File: config.mk
export PLATFORM = sky130hd
export DESIGN_NAME = led_snake_trail_animator
export DESIGN_NICKNAME = d
export VERILOG_FILES = /design/src/design/lsta_pkg.sv /design/src/design/lsta_ctrl.sv /design/src/design/lsta_datapath.sv /design/src/design/led_snake_trail_animator.sv
export SDC_FILE = /design/constraint.sdc
export NUM_CORES = 1
export LEC_CHECK = 0
export BUFFER_PORTS_ARGS = -buffer_cell sky130_fd_sc_hd__buf_2
export CAP_MARGIN = 20
export CORE_ASPECT_RATIO = 1.2
export CORE_MARGIN = 3
export CORE_UTILIZATION = 60
export DETAILED_ROUTE_END_ITERATION = 10
export GPL_TIMING_DRIVEN = 1
export PLACE_DENSITY = 0.78
export SETUP_SLACK_MARGIN = 0.3
export SLEW_MARGIN = 0
export SYNTH_ARGS = -nofsm -noshare
export SYNTH_HDL_FRONTEND = slang
export SYNTH_SLANG_ARGS = --single-unit
File: constraint.sdc
create_clock -name aclk -period 22 [get_ports aclk]
set_input_delay 3.3 -clock aclk [delete_from_list [all_inputs] [get_ports aclk]]
set_output_delay 3.3 -clock aclk [all_outputs]
set_load 0.02 [all_outputs]
File: src/design/lsta_pkg.sv
// shared types, constants and hop tables for the led snake trail animator
`default_nettype none

package lsta_pkg;

    // digit geometry and levels
    localparam int NUM_SEGMENTS             = 7;
    localparam int DEF_LEDS_PER_SEGMENT     = 4;
    localparam int CFG_W                    = 8;
    localparam int LEVEL_W                  = 8;
    localparam int INDEX_W                  = 9;
    localparam int SEG_W                    = 3;
    localparam int POS_W                    = 4;
    localparam logic [LEVEL_W-1:0] FULL_LEVEL = 8'hFF;
    localparam logic [SEG_W-1:0]   SEG_NONE   = 3'd7;

    // next head segment and entry direction
    typedef struct packed {
        logic [SEG_W-1:0] seg;
        logic             up;
    } hop_t;

    // controller to datapath
    typedef struct packed {
        logic load_head;
        logic shift;
    } lsta_cmd_t;

    // datapath to controller
    typedef struct packed {
        logic at_last;
        logic out_free;
    } lsta_stat_t;

    // neighbor when leaving a segment at its top end
    function automatic hop_t fwd_hop(input logic [SEG_W-1:0] seg, input logic pick);
        hop_t h;
        case (seg)
            3'd0:    h = '{seg: pick ? 3'd3 : 3'd1, up: 1'b0};
            3'd1:    h = '{seg: pick ? 3'd3 : 3'd0, up: 1'b0};
            3'd2:    h = '{seg: 3'd4, up: 1'b0};
            3'd3:    h = '{seg: pick ? 3'd0 : 3'd1, up: 1'b0};
            3'd4:    h = '{seg: 3'd2, up: 1'b0};
            3'd5:    h = '{seg: 3'd0, up: 1'b1};
            3'd6:    h = '{seg: pick ? 3'd2 : 3'd1, up: 1'b1};
            default: h = '{seg: 3'd0, up: 1'b1};
        endcase
        return h;
    endfunction

    // neighbor when leaving a segment at its bottom end
    function automatic hop_t rev_hop(input logic [SEG_W-1:0] seg, input logic pick);
        hop_t h;
        case (seg)
            3'd0:    h = '{seg: 3'd5, up: 1'b0};
            3'd1:    h = '{seg: pick ? 3'd6 : 3'd2, up: ~pick};
            3'd2:    h = '{seg: pick ? 3'd6 : 3'd1, up: ~pick};
            3'd3:    h = '{seg: 3'd4, up: 1'b1};
            3'd4:    h = '{seg: 3'd3, up: 1'b1};
            3'd5:    h = '{seg: 3'd6, up: 1'b1};
            3'd6:    h = '{seg: 3'd5, up: 1'b1};
            default: h = '{seg: 3'd0, up: 1'b1};
        endcase
        return h;
    endfunction

endpackage

`default_nettype wire

File: src/design/lsta_ctrl.sv
// controller state machine: accepts a tick, then sequences the led beats
`default_nettype none

module lsta_ctrl
    import lsta_pkg::*;
(
    input  wire logic       aclk,
    input  wire logic       aresetn,
    input  wire logic       s_valid,
    output logic            s_ready,
    input  wire lsta_stat_t stat,
    output lsta_cmd_t       cmd
);

    typedef enum logic [1:0] {
        ST_IDLE = 2'b01,
        ST_EMIT = 2'b10
    } state_t;

    state_t state_reg, state_next;

    // next state and commands
    always_comb begin
        state_next    = state_reg;
        cmd.load_head = 1'b0;
        cmd.shift     = 1'b0;
        s_ready       = 1'b0;
        case (state_reg)
            ST_IDLE: begin
                s_ready = 1'b1;
                if (s_valid) begin
                    cmd.load_head = 1'b1;
                    state_next    = ST_EMIT;
                end
            end
            ST_EMIT: begin
                if (stat.out_free) begin
                    cmd.shift = 1'b1;
                    if (stat.at_last) begin
                        state_next = ST_IDLE;
                    end
                end
            end
            default: begin
                state_next = ST_IDLE;
            end
        endcase
    end

    // state register
    always_ff @(posedge aclk) begin
        if (!aresetn) begin
            state_reg <= ST_IDLE;
        end else begin
            state_reg <= state_next;
        end
    end

endmodule

`default_nettype wire

File: src/design/lsta_datapath.sv
// datapath: head tracking, rotating intensity line, offset register, output beat register
`default_nettype none

module lsta_datapath
    import lsta_pkg::*;
#(
    parameter int LEDS_PER_SEGMENT = DEF_LEDS_PER_SEGMENT
) (
    input  wire logic                 aclk,
    input  wire logic                 aresetn,
    input  wire logic                 cfg_wr_en,
    input  wire logic [CFG_W-1:0]     cfg_wr_data,
    input  wire logic                 s_random_pick,
    input  wire lsta_cmd_t            cmd,
    output lsta_stat_t                stat,
    output logic                      m_valid,
    input  wire logic                 m_ready,
    output logic [INDEX_W-1:0]        m_led_index,
    output logic [LEVEL_W-1:0]        m_level,
    output logic                      m_last
);

    localparam int LED_COUNT = NUM_SEGMENTS * LEDS_PER_SEGMENT;
    localparam int IDX_W     = $clog2(LED_COUNT);
    localparam logic [POS_W-1:0] POS_TOP  = POS_W'(LEDS_PER_SEGMENT - 1);
    localparam logic [POS_W-1:0] POS_SPAN = POS_W'(LEDS_PER_SEGMENT);
    localparam logic [IDX_W-1:0] IDX_LAST = IDX_W'(LED_COUNT - 1);

    logic [SEG_W-1:0]   seg_reg, seg_next;
    logic [POS_W-1:0]   pos_reg, pos_next;
    logic               up_reg, up_next;
    logic [IDX_W-1:0]   lit_idx_reg;
    logic               lit_hit_reg;
    logic [IDX_W-1:0]   cnt_reg;
    logic [CFG_W-1:0]   offset_reg;
    logic [LEVEL_W-1:0] store_reg [LED_COUNT];

    logic               m_valid_reg;
    logic [INDEX_W-1:0] m_led_index_reg;
    logic [LEVEL_W-1:0] m_level_reg;
    logic               m_last_reg;

    logic [IDX_W-1:0]   seg_base;
    logic [IDX_W-1:0]   lit_idx;
    logic               lit_hit;
    logic [POS_W-1:0]   pos_inc;
    logic [LEVEL_W-1:0] new_level;
    hop_t               hop_fwd, hop_rev;

    // led under the head before it moves
    assign seg_base = IDX_W'(seg_reg) * IDX_W'(LEDS_PER_SEGMENT);
    assign lit_idx  = seg_reg[0] ? seg_base + IDX_W'(POS_TOP - pos_reg)
                                 : seg_base + IDX_W'(pos_reg);
    assign lit_hit  = (seg_reg != SEG_NONE) && (pos_reg < POS_SPAN);

    // head movement
    assign hop_fwd = fwd_hop(seg_reg, s_random_pick);
    assign hop_rev = rev_hop(seg_reg, s_random_pick);
    assign pos_inc = pos_reg + POS_W'(1);

    always_comb begin
        seg_next = seg_reg;
        pos_next = pos_reg;
        up_next  = up_reg;
        if (seg_reg == SEG_NONE || (up_reg && pos_inc >= POS_SPAN)) begin
            seg_next = hop_fwd.seg;
            up_next  = hop_fwd.up;
            pos_next = hop_fwd.up ? '0 : POS_TOP;
        end else if (up_reg) begin
            pos_next = pos_inc;
        end else if (pos_reg != '0 && pos_reg < POS_SPAN) begin
            pos_next = pos_reg - POS_W'(1);
        end else begin
            seg_next = hop_rev.seg;
            up_next  = hop_rev.up;
            pos_next = hop_rev.up ? '0 : POS_TOP;
        end
    end

    // head state, lit led and beat counter
    always_ff @(posedge aclk) begin
        if (!aresetn) begin
            seg_reg     <= '0;
            pos_reg     <= '0;
            up_reg      <= 1'b1;
            lit_hit_reg <= 1'b0;
            lit_idx_reg <= '0;
            cnt_reg     <= '0;
        end else if (cmd.load_head) begin
            seg_reg     <= seg_next;
            pos_reg     <= pos_next;
            up_reg      <= up_next;
            lit_hit_reg <= lit_hit;
            lit_idx_reg <= lit_idx;
            cnt_reg     <= '0;
        end else if (cmd.shift) begin
            cnt_reg <= cnt_reg + IDX_W'(1);
        end
    end

    // glyph offset register
    always_ff @(posedge aclk) begin
        if (!aresetn) begin
            offset_reg <= '0;
        end else if (cfg_wr_en) begin
            offset_reg <= cfg_wr_data;
        end
    end

    // faded or relit level of the led at the front of the line
    assign new_level = (lit_hit_reg && lit_idx_reg == cnt_reg) ? FULL_LEVEL
                                                               : (store_reg[0] >> 1);

    // intensity line rotates once per tick, front entry returns at the back
    always_ff @(posedge aclk) begin
        if (!aresetn) begin
            for (int i = 0; i < LED_COUNT; i++) begin
                store_reg[i] <= '0;
            end
        end else if (cmd.shift) begin
            for (int i = 0; i < LED_COUNT - 1; i++) begin
                store_reg[i] <= store_reg[i+1];
            end
            store_reg[LED_COUNT-1] <= new_level;
        end
    end

    // output beat register
    always_ff @(posedge aclk) begin
        if (!aresetn) begin
            m_valid_reg <= 1'b0;
        end else if (cmd.shift) begin
            m_valid_reg <= 1'b1;
        end else if (m_ready) begin
            m_valid_reg <= 1'b0;
        end
    end

    always_ff @(posedge aclk) begin
        if (cmd.shift) begin
            m_led_index_reg <= INDEX_W'(offset_reg) + INDEX_W'(cnt_reg);
            m_level_reg     <= new_level;
            m_last_reg      <= (cnt_reg == IDX_LAST);
        end
    end

    assign stat.at_last  = (cnt_reg == IDX_LAST);
    assign stat.out_free = !m_valid_reg || m_ready;

    assign m_valid     = m_valid_reg;
    assign m_led_index = m_led_index_reg;
    assign m_level     = m_level_reg;
    assign m_last      = m_last_reg;

endmodule

`default_nettype wire

File: src/design/led_snake_trail_animator.sv
// top level of the led snake trail animator
//
//  channel  | ports                                   | direction
//  ---------+-----------------------------------------+----------
//  tick in  | s_valid s_ready s_random_pick           | in
//  led out  | m_valid m_ready m_led_index m_level m_last | out
//  config   | cfg_wr_en cfg_wr_data (glyph offset)    | in
//
// one tick is accepted, then yields 7*LEDS_PER_SEGMENT beats (28 by default), set by the
// intensity line rotating one led per cycle through the output register when not stalled.
// synchronous active-low reset clears the intensities, the head and the offset.
// a stalled m_ready holds the rotation; a new tick is taken once the last beat is issued.
`default_nettype none

module led_snake_trail_animator
    import lsta_pkg::*;
#(
    parameter int LEDS_PER_SEGMENT = DEF_LEDS_PER_SEGMENT
) (
    input  wire logic                 aclk,
    input  wire logic                 aresetn,
    input  wire logic                 cfg_wr_en,
    input  wire logic [CFG_W-1:0]     cfg_wr_data,
    input  wire logic                 s_valid,
    output logic                      s_ready,
    input  wire logic                 s_random_pick,
    output logic                      m_valid,
    input  wire logic                 m_ready,
    output logic [INDEX_W-1:0]        m_led_index,
    output logic [LEVEL_W-1:0]        m_level,
    output logic                      m_last
);

    lsta_cmd_t  cmd;
    lsta_stat_t stat;

    // sequencing
    lsta_ctrl u_ctrl (
        .aclk    (aclk),
        .aresetn (aresetn),
        .s_valid (s_valid),
        .s_ready (s_ready),
        .stat    (stat),
        .cmd     (cmd)
    );

    // storage and arithmetic
    lsta_datapath #(
        .LEDS_PER_SEGMENT (LEDS_PER_SEGMENT)
    ) u_datapath (
        .aclk          (aclk),
        .aresetn       (aresetn),
        .cfg_wr_en     (cfg_wr_en),
        .cfg_wr_data   (cfg_wr_data),
        .s_random_pick (s_random_pick),
        .cmd           (cmd),
        .stat          (stat),
        .m_valid       (m_valid),
        .m_ready       (m_ready),
        .m_led_index   (m_led_index),
        .m_level       (m_level),
        .m_last        (m_last)
    );

endmodule

`default_nettype wire

Yosys cells after proc, flatten, opt, wreduce, memory -nomap -nowiden
Memory sizes are Yosys's and may differ from the RTL's.
Index checks and enable logic that the tools add are counted.
{"block": "totals", "output_inout_bits": 20, "wordCells": 146, "ff_bits": 48, "in_bits": 14, "memories": 1, "ram_bits": 224}
{"block": "classes", "n_eq_ne": 17, "order_cmp": 2, "mux": 64, "reduce_logical": 13, "bitwise": 30, "addsub": 7}
{"name": "u_datapath.store_reg", "words": 28, "width": 8, "read_ports": 28, "rd_clocked_by_memory_dff": 0, "wr": 28, "line_no": "lsta_datapath.sv:36", "source": "logic [LEVEL_W-1:0] store_reg [LED_COUNT];"}
{"cell": "2-to-1 mux 8 bit", "n": 29}
{"cell": "bitwise OR 1 bit", "n": 28}
{"cell": "case mux 4 bit (7 select lines)", "n": 1}
{"cell": "case mux 4 bit (6 select lines)", "n": 1}
{"cell": "2-to-1 mux 2 bit", "n": 8}
{"cell": "2-to-1 mux 1 bit", "n": 15}
{"cell": "2-to-1 mux 3 bit", "n": 5}
{"cell": "equality test 3 bit (second input constant)", "n": 4}
{"cell": "2-to-1 mux 4 bit", "n": 3}
{"cell": "adder 8 x 5 -> 9 bit", "n": 1}
{"cell": "inequality test 2 bit (second input constant)", "n": 4}
{"cell": "equality test 3 x 2 -> 1 bit (second input constant)", "n": 2}
{"cell": "AND reduction 3 bit", "n": 2}
{"cell": "adder 5 x 1 -> 5 bit (second input constant)", "n": 1}
{"cell": "adder 5 x 4 -> 5 bit", "n": 1}
{"cell": "adder 5 bit", "n": 1}
{"cell": "equality test 5 bit", "n": 1}
{"cell": "equality test 5 bit (second input constant)", "n": 1}
{"cell": "2-to-1 mux 5 bit", "n": 1}
{"cell": "subtractor 2 x 4 -> 5 bit (first input constant)", "n": 1}
{"cell": "adder 4 x 1 -> 4 bit (second input constant)", "n": 1}
{"cell": ">= comparator 4 x 3 -> 1 bit (second input constant)", "n": 1}
{"cell": "logical AND 1 bit", "n": 4}
{"cell": "< comparator 4 x 3 -> 1 bit (second input constant)", "n": 1}
{"cell": "14 further kinds", "n": 16}

Logic depth before layout (Yosys ltp)
{"block": "logic_depth", "ltp_word": 8, "mapped_depth": 11, "mapped_depth_nobuf": 9}

Cells and area by module
Synthesis repeated with hierarchy kept, for this count alone.
{"block": "unflattened", "cells_unflattened": 676, "area_unflattened_um2": 9809.4}
{"module": "lsta_datapath", "cells_per_inst": 666, "n_inst": 1, "seq_area_each_um2": 6986.7, "area_per_inst_um2": 9715.6}
{"module": "lsta_ctrl", "cells_per_inst": 10, "n_inst": 1, "seq_area_each_um2": 40.0, "area_per_inst_um2": 93.8}

Least setup slack after synthesis
No wires, ideal clock.
{"block": "synth_timing", "path_type": "input-to-reg", "from": "in m_ready", "to": "mem u_datapath.store_reg[0][1] (enable)", "cell_stages": 6, "setup_slack_ns": 12.685, "setup_ns": 0.591, "arrival_time_ns": 8.724, "t_required_ns": 21.409, "path_buffers": 3, "path_cell_list": "nand2b_1 -> nor2b_1 -> buf_2 -> buf_2 -> buf_4 -> nand2b_1"}
{"item": "from (decl)", "line_no": "led_snake_trail_animator.sv:28", "source": "input wire logic m_ready,"}
{"item": "to (decl)", "line_no": "lsta_datapath.sv:36"}

==> flow_metrics.tcl <==
set metrics [dict create \
    required_ns 22.12 \
    syn_nets 710 \
    diodes 0 \
    grt_pass1_wl_um 25700 \
    synth-main-ff-cell "edfxtp_1" \
    vias 5236 \
    async_flop_share 0 \
    port_buffers 33 \
    max_stage_delay_ns 0.90 \
    grt-ovfl-total 0 \
    hold_violations 0 \
    hold_class "flip-flop to flip-flop" \
    setup_viol 0 \
    fillCellCount 1018 \
    largest_register_ffs 196 \
    ir_drop_mv 0.0745 \
    areaGrowthSynthToFinish_pct 11.0 \
    grt_pass1_vias 5069 \
    synth_cell_type_count 53 \
    drt_wl_total_um 15400 \
    routed_via_density 5.70 \
    pwr-share-seq 0.537 \
    rows 50 \
    switching_share 0.197 \
    highest_layer "met4" \
    worst_r2r_path_depth 5 \
    dp.cells 874 \
    startpoint_type "input port" \
    drc 0 \
    cts_root_buf "clkbuf_16" \
    die_height_um 146 \
    cts_inserted_buffers 24 \
    globalRouteTotalUtil 0.176 \
    cts_setup_buffers 0 \
    fin_crit_sh 0.277 \
    setup_tns_ns 0 \
    clkLatencyLatePin_ns 0.50 \
    ios 34 \
    drt_pass1_iterations 5 \
    cts.sinks 244 \
    htree_levels 1 \
    wl_met3_um 602 \
    cts-hold-fix-buffers 0 \
    wl_met2_um 7300 \
    ant_nets 0 \
    drive_above_1_share 0.127 \
    die_area_um2 18000 \
    coreArea_um2 15800 \
    ctsResizeCount 0 \
    ff_latch_area_um2 7030 \
    fmax_ghz 0.164 \
    p_leak_nw 4.52 \
    layout.nets 722 \
    critPathKind "input port to flip-flop" \
    switchingPower_w 0.000197 \
    slew_viol_final 0 \
    finalClockSkew_ns 0.00844 \
    whs_ns 0.458 \
    grt_max_degree 139 \
    hold-path-endpoint "u_datapath.lit_hit_reg$_SDFFE_PN0P_" \
    die_width_um 123 \
    hpwl_um 8190 \
    final_cell_mix "edfxtp_1 (214), and3_1 (128), and2_1 (71)" \
    wire_per_inst_um 16.7 \
    yosysWarnings 0 \
    antenna_found_initial 0 \
    power.density_nw_per_um2 91.6 \
    hold_start "u_datapath.lit_hit_reg$_SDFFE_PN0P_" \
    m1WireLength_um 7120 \
    netlist_area_um2 9840 \
    cp_common_cell "buf_4" \
    r2r_start "u_ctrl.state_reg[0]$_SDFFE_PN1P_" \
    min_path_cells 2 \
    avgSynthCellArea_um2 14.4 \
    power.share.clock 0.420 \
    multi_input_area_um2 2540 \
    maxSlewHeadroom 0.313 \
    clock_path_buffers 3 \
    tightest_slew_ns 1.03 \
    cp_slowest_cell "buf_4" \
    outcome "finished, final reports clean" \
    worstPathArrival_ns 6.22 \
    synth_seq_cells 244 \
    combPwrFrac 0.042 \
    dpl_cell_area_um2 10100 \
    cp_max_fo 86 \
    netlist_instances 681 \
    ys_seq_area_frac 0.714 \
    r2r_slack_ns 18.43 \
    p_int_w 0.000803 \
    endpoint_kind "flip-flop" \
    final_area_um2 10900 \
    fin_util 0.690 \
    synth_edf_count 214 \
    finalNonFillerCells 918 \
    cts_tree "yes" \
    mostFrequentLayoutCell "edfxtp_1" \
    maxCapViolCount 0 \
    clkTransAtPathRegs_ns 0.06 \
    rsz0062_at_grt "no" \
    gp_congestion 0.796 \
    initial_core_util 0.622 \
    drt_iter0_markers 471 \
    crit_chain "buf_2, nand2b_1, nor2b_4, nand2b_4, buf_4, buf_4" \
    period_needed_ns 6.10 \
    r2r-end "u_datapath.store_reg[4][3]$_SDFFCE_PN0P_" \
]
area by class of cell:
type / count / share of cell area
tap: 208 / 0.0238
clock buffer: 35 / 0.0656
sequential: 244 / 0.643
timing repair buffer: 38 / 0.0206
multi-input combinational: 375 / 0.233
clock inverter: 8 / 0.0103
inverter: 10 / 0.00344
power by group through the flow:
stage	logic (W)	clock network, W	registers [W]
3_3_place_gp	0.0000401	0	0.000546
6_report	0.0000424	0.000420	0.000537
2_1_floorplan	0.0000334	0	0.000548
3_5_place_dp	0.0000421	0	0.000546
5_1_grt	0.0000477	0.000449	0.000539
4_1_cts	0.0000425	0.000432	0.000537
layer usage:
| layer | up-vias | track usage |
|---|---|---|
| met5 | - | 0 |
| met4 | 0 | 0.0560 |
| met3 | 27 | 0.0283 |
| met2 | 104 | 0.259 |
| met1 | 2596 | 0.272 |
| li1 | 2509 | - |
through the flow:
stage	power (W)	setup WS [ns]
3_5_place_dp	0.000589	15.36
2_1_floorplan	0.000581	12.69
5_1_grt	0.00104	15.63
3_3_place_gp	0.000586	15.45
6_report	0.00100	15.90
4_1_cts	0.00101	15.89
worst max-delay path, delay by kind of cell:
kind,cells,cell delay (ns)
buffers and inverters,3,1.75
AND/OR/NAND/NOR,3,1.06
cells by family after synthesis:
family | after synthesis | synth area share
compound gates | 48 | 0.0352
xor+xnor | 20 | 0.0178
fa+ha+maj | 15 | 0.0206
buf+inv | 62 | 0.0287
flops | 244 | 0.714
mux | 12 | 0.0127
simple gates | 280 | 0.171
worst max path at each step:
stage / start / endpoint / slack, ns / depth (start not counted)
floorplan: m_ready / u_datapath.store_reg[0][1]$_SDFFCE_PN0P_ / 12.69 / 6
global placement: m_ready / u_datapath.store_reg[0][1]$_SDFFCE_PN0P_ / 15.45 / 6
detailed placement: m_ready / u_datapath.store_reg[2][1]$_SDFFCE_PN0P_ / 15.36 / 6
CTS: m_ready / u_datapath.store_reg[3][1]$_SDFFCE_PN0P_ / 15.89 / 6
global route: m_ready / u_datapath.store_reg[4][3]$_SDFFCE_PN0P_ / 15.63 / 6
finish: m_ready / u_datapath.store_reg[4][3]$_SDFFCE_PN0P_ / 15.90 / 6
synth_stat cells, drive strengths merged, types with 6 or more instances:
| library cell | number | area (um2) |
|---|---|---|
| and2 | 72 | 453 |
| nor3 | 7 | 46.3 |
| o21ai | 6 | 33.8 |
| and3 | 128 | 801 |
| a211oi | 7 | 57.6 |
| clkbuf | 39 | 146 |
| xnor2 | 11 | 96.3 |
| a21oi | 14 | 70.1 |
| or2 | 8 | 50.1 |
| xor2 | 9 | 78.8 |
| ha | 13 | 163 |
| mux2i | 11 | 110 |
| inv | 10 | 37.5 |
| nor2 | 26 | 97.6 |
| nand2 | 14 | 52.6 |
| edfxtp | 214 | 6430 |
| buf | 13 | 98.8 |
| dfxtp | 30 | 601 |
(Power assumes the default switching activity.)
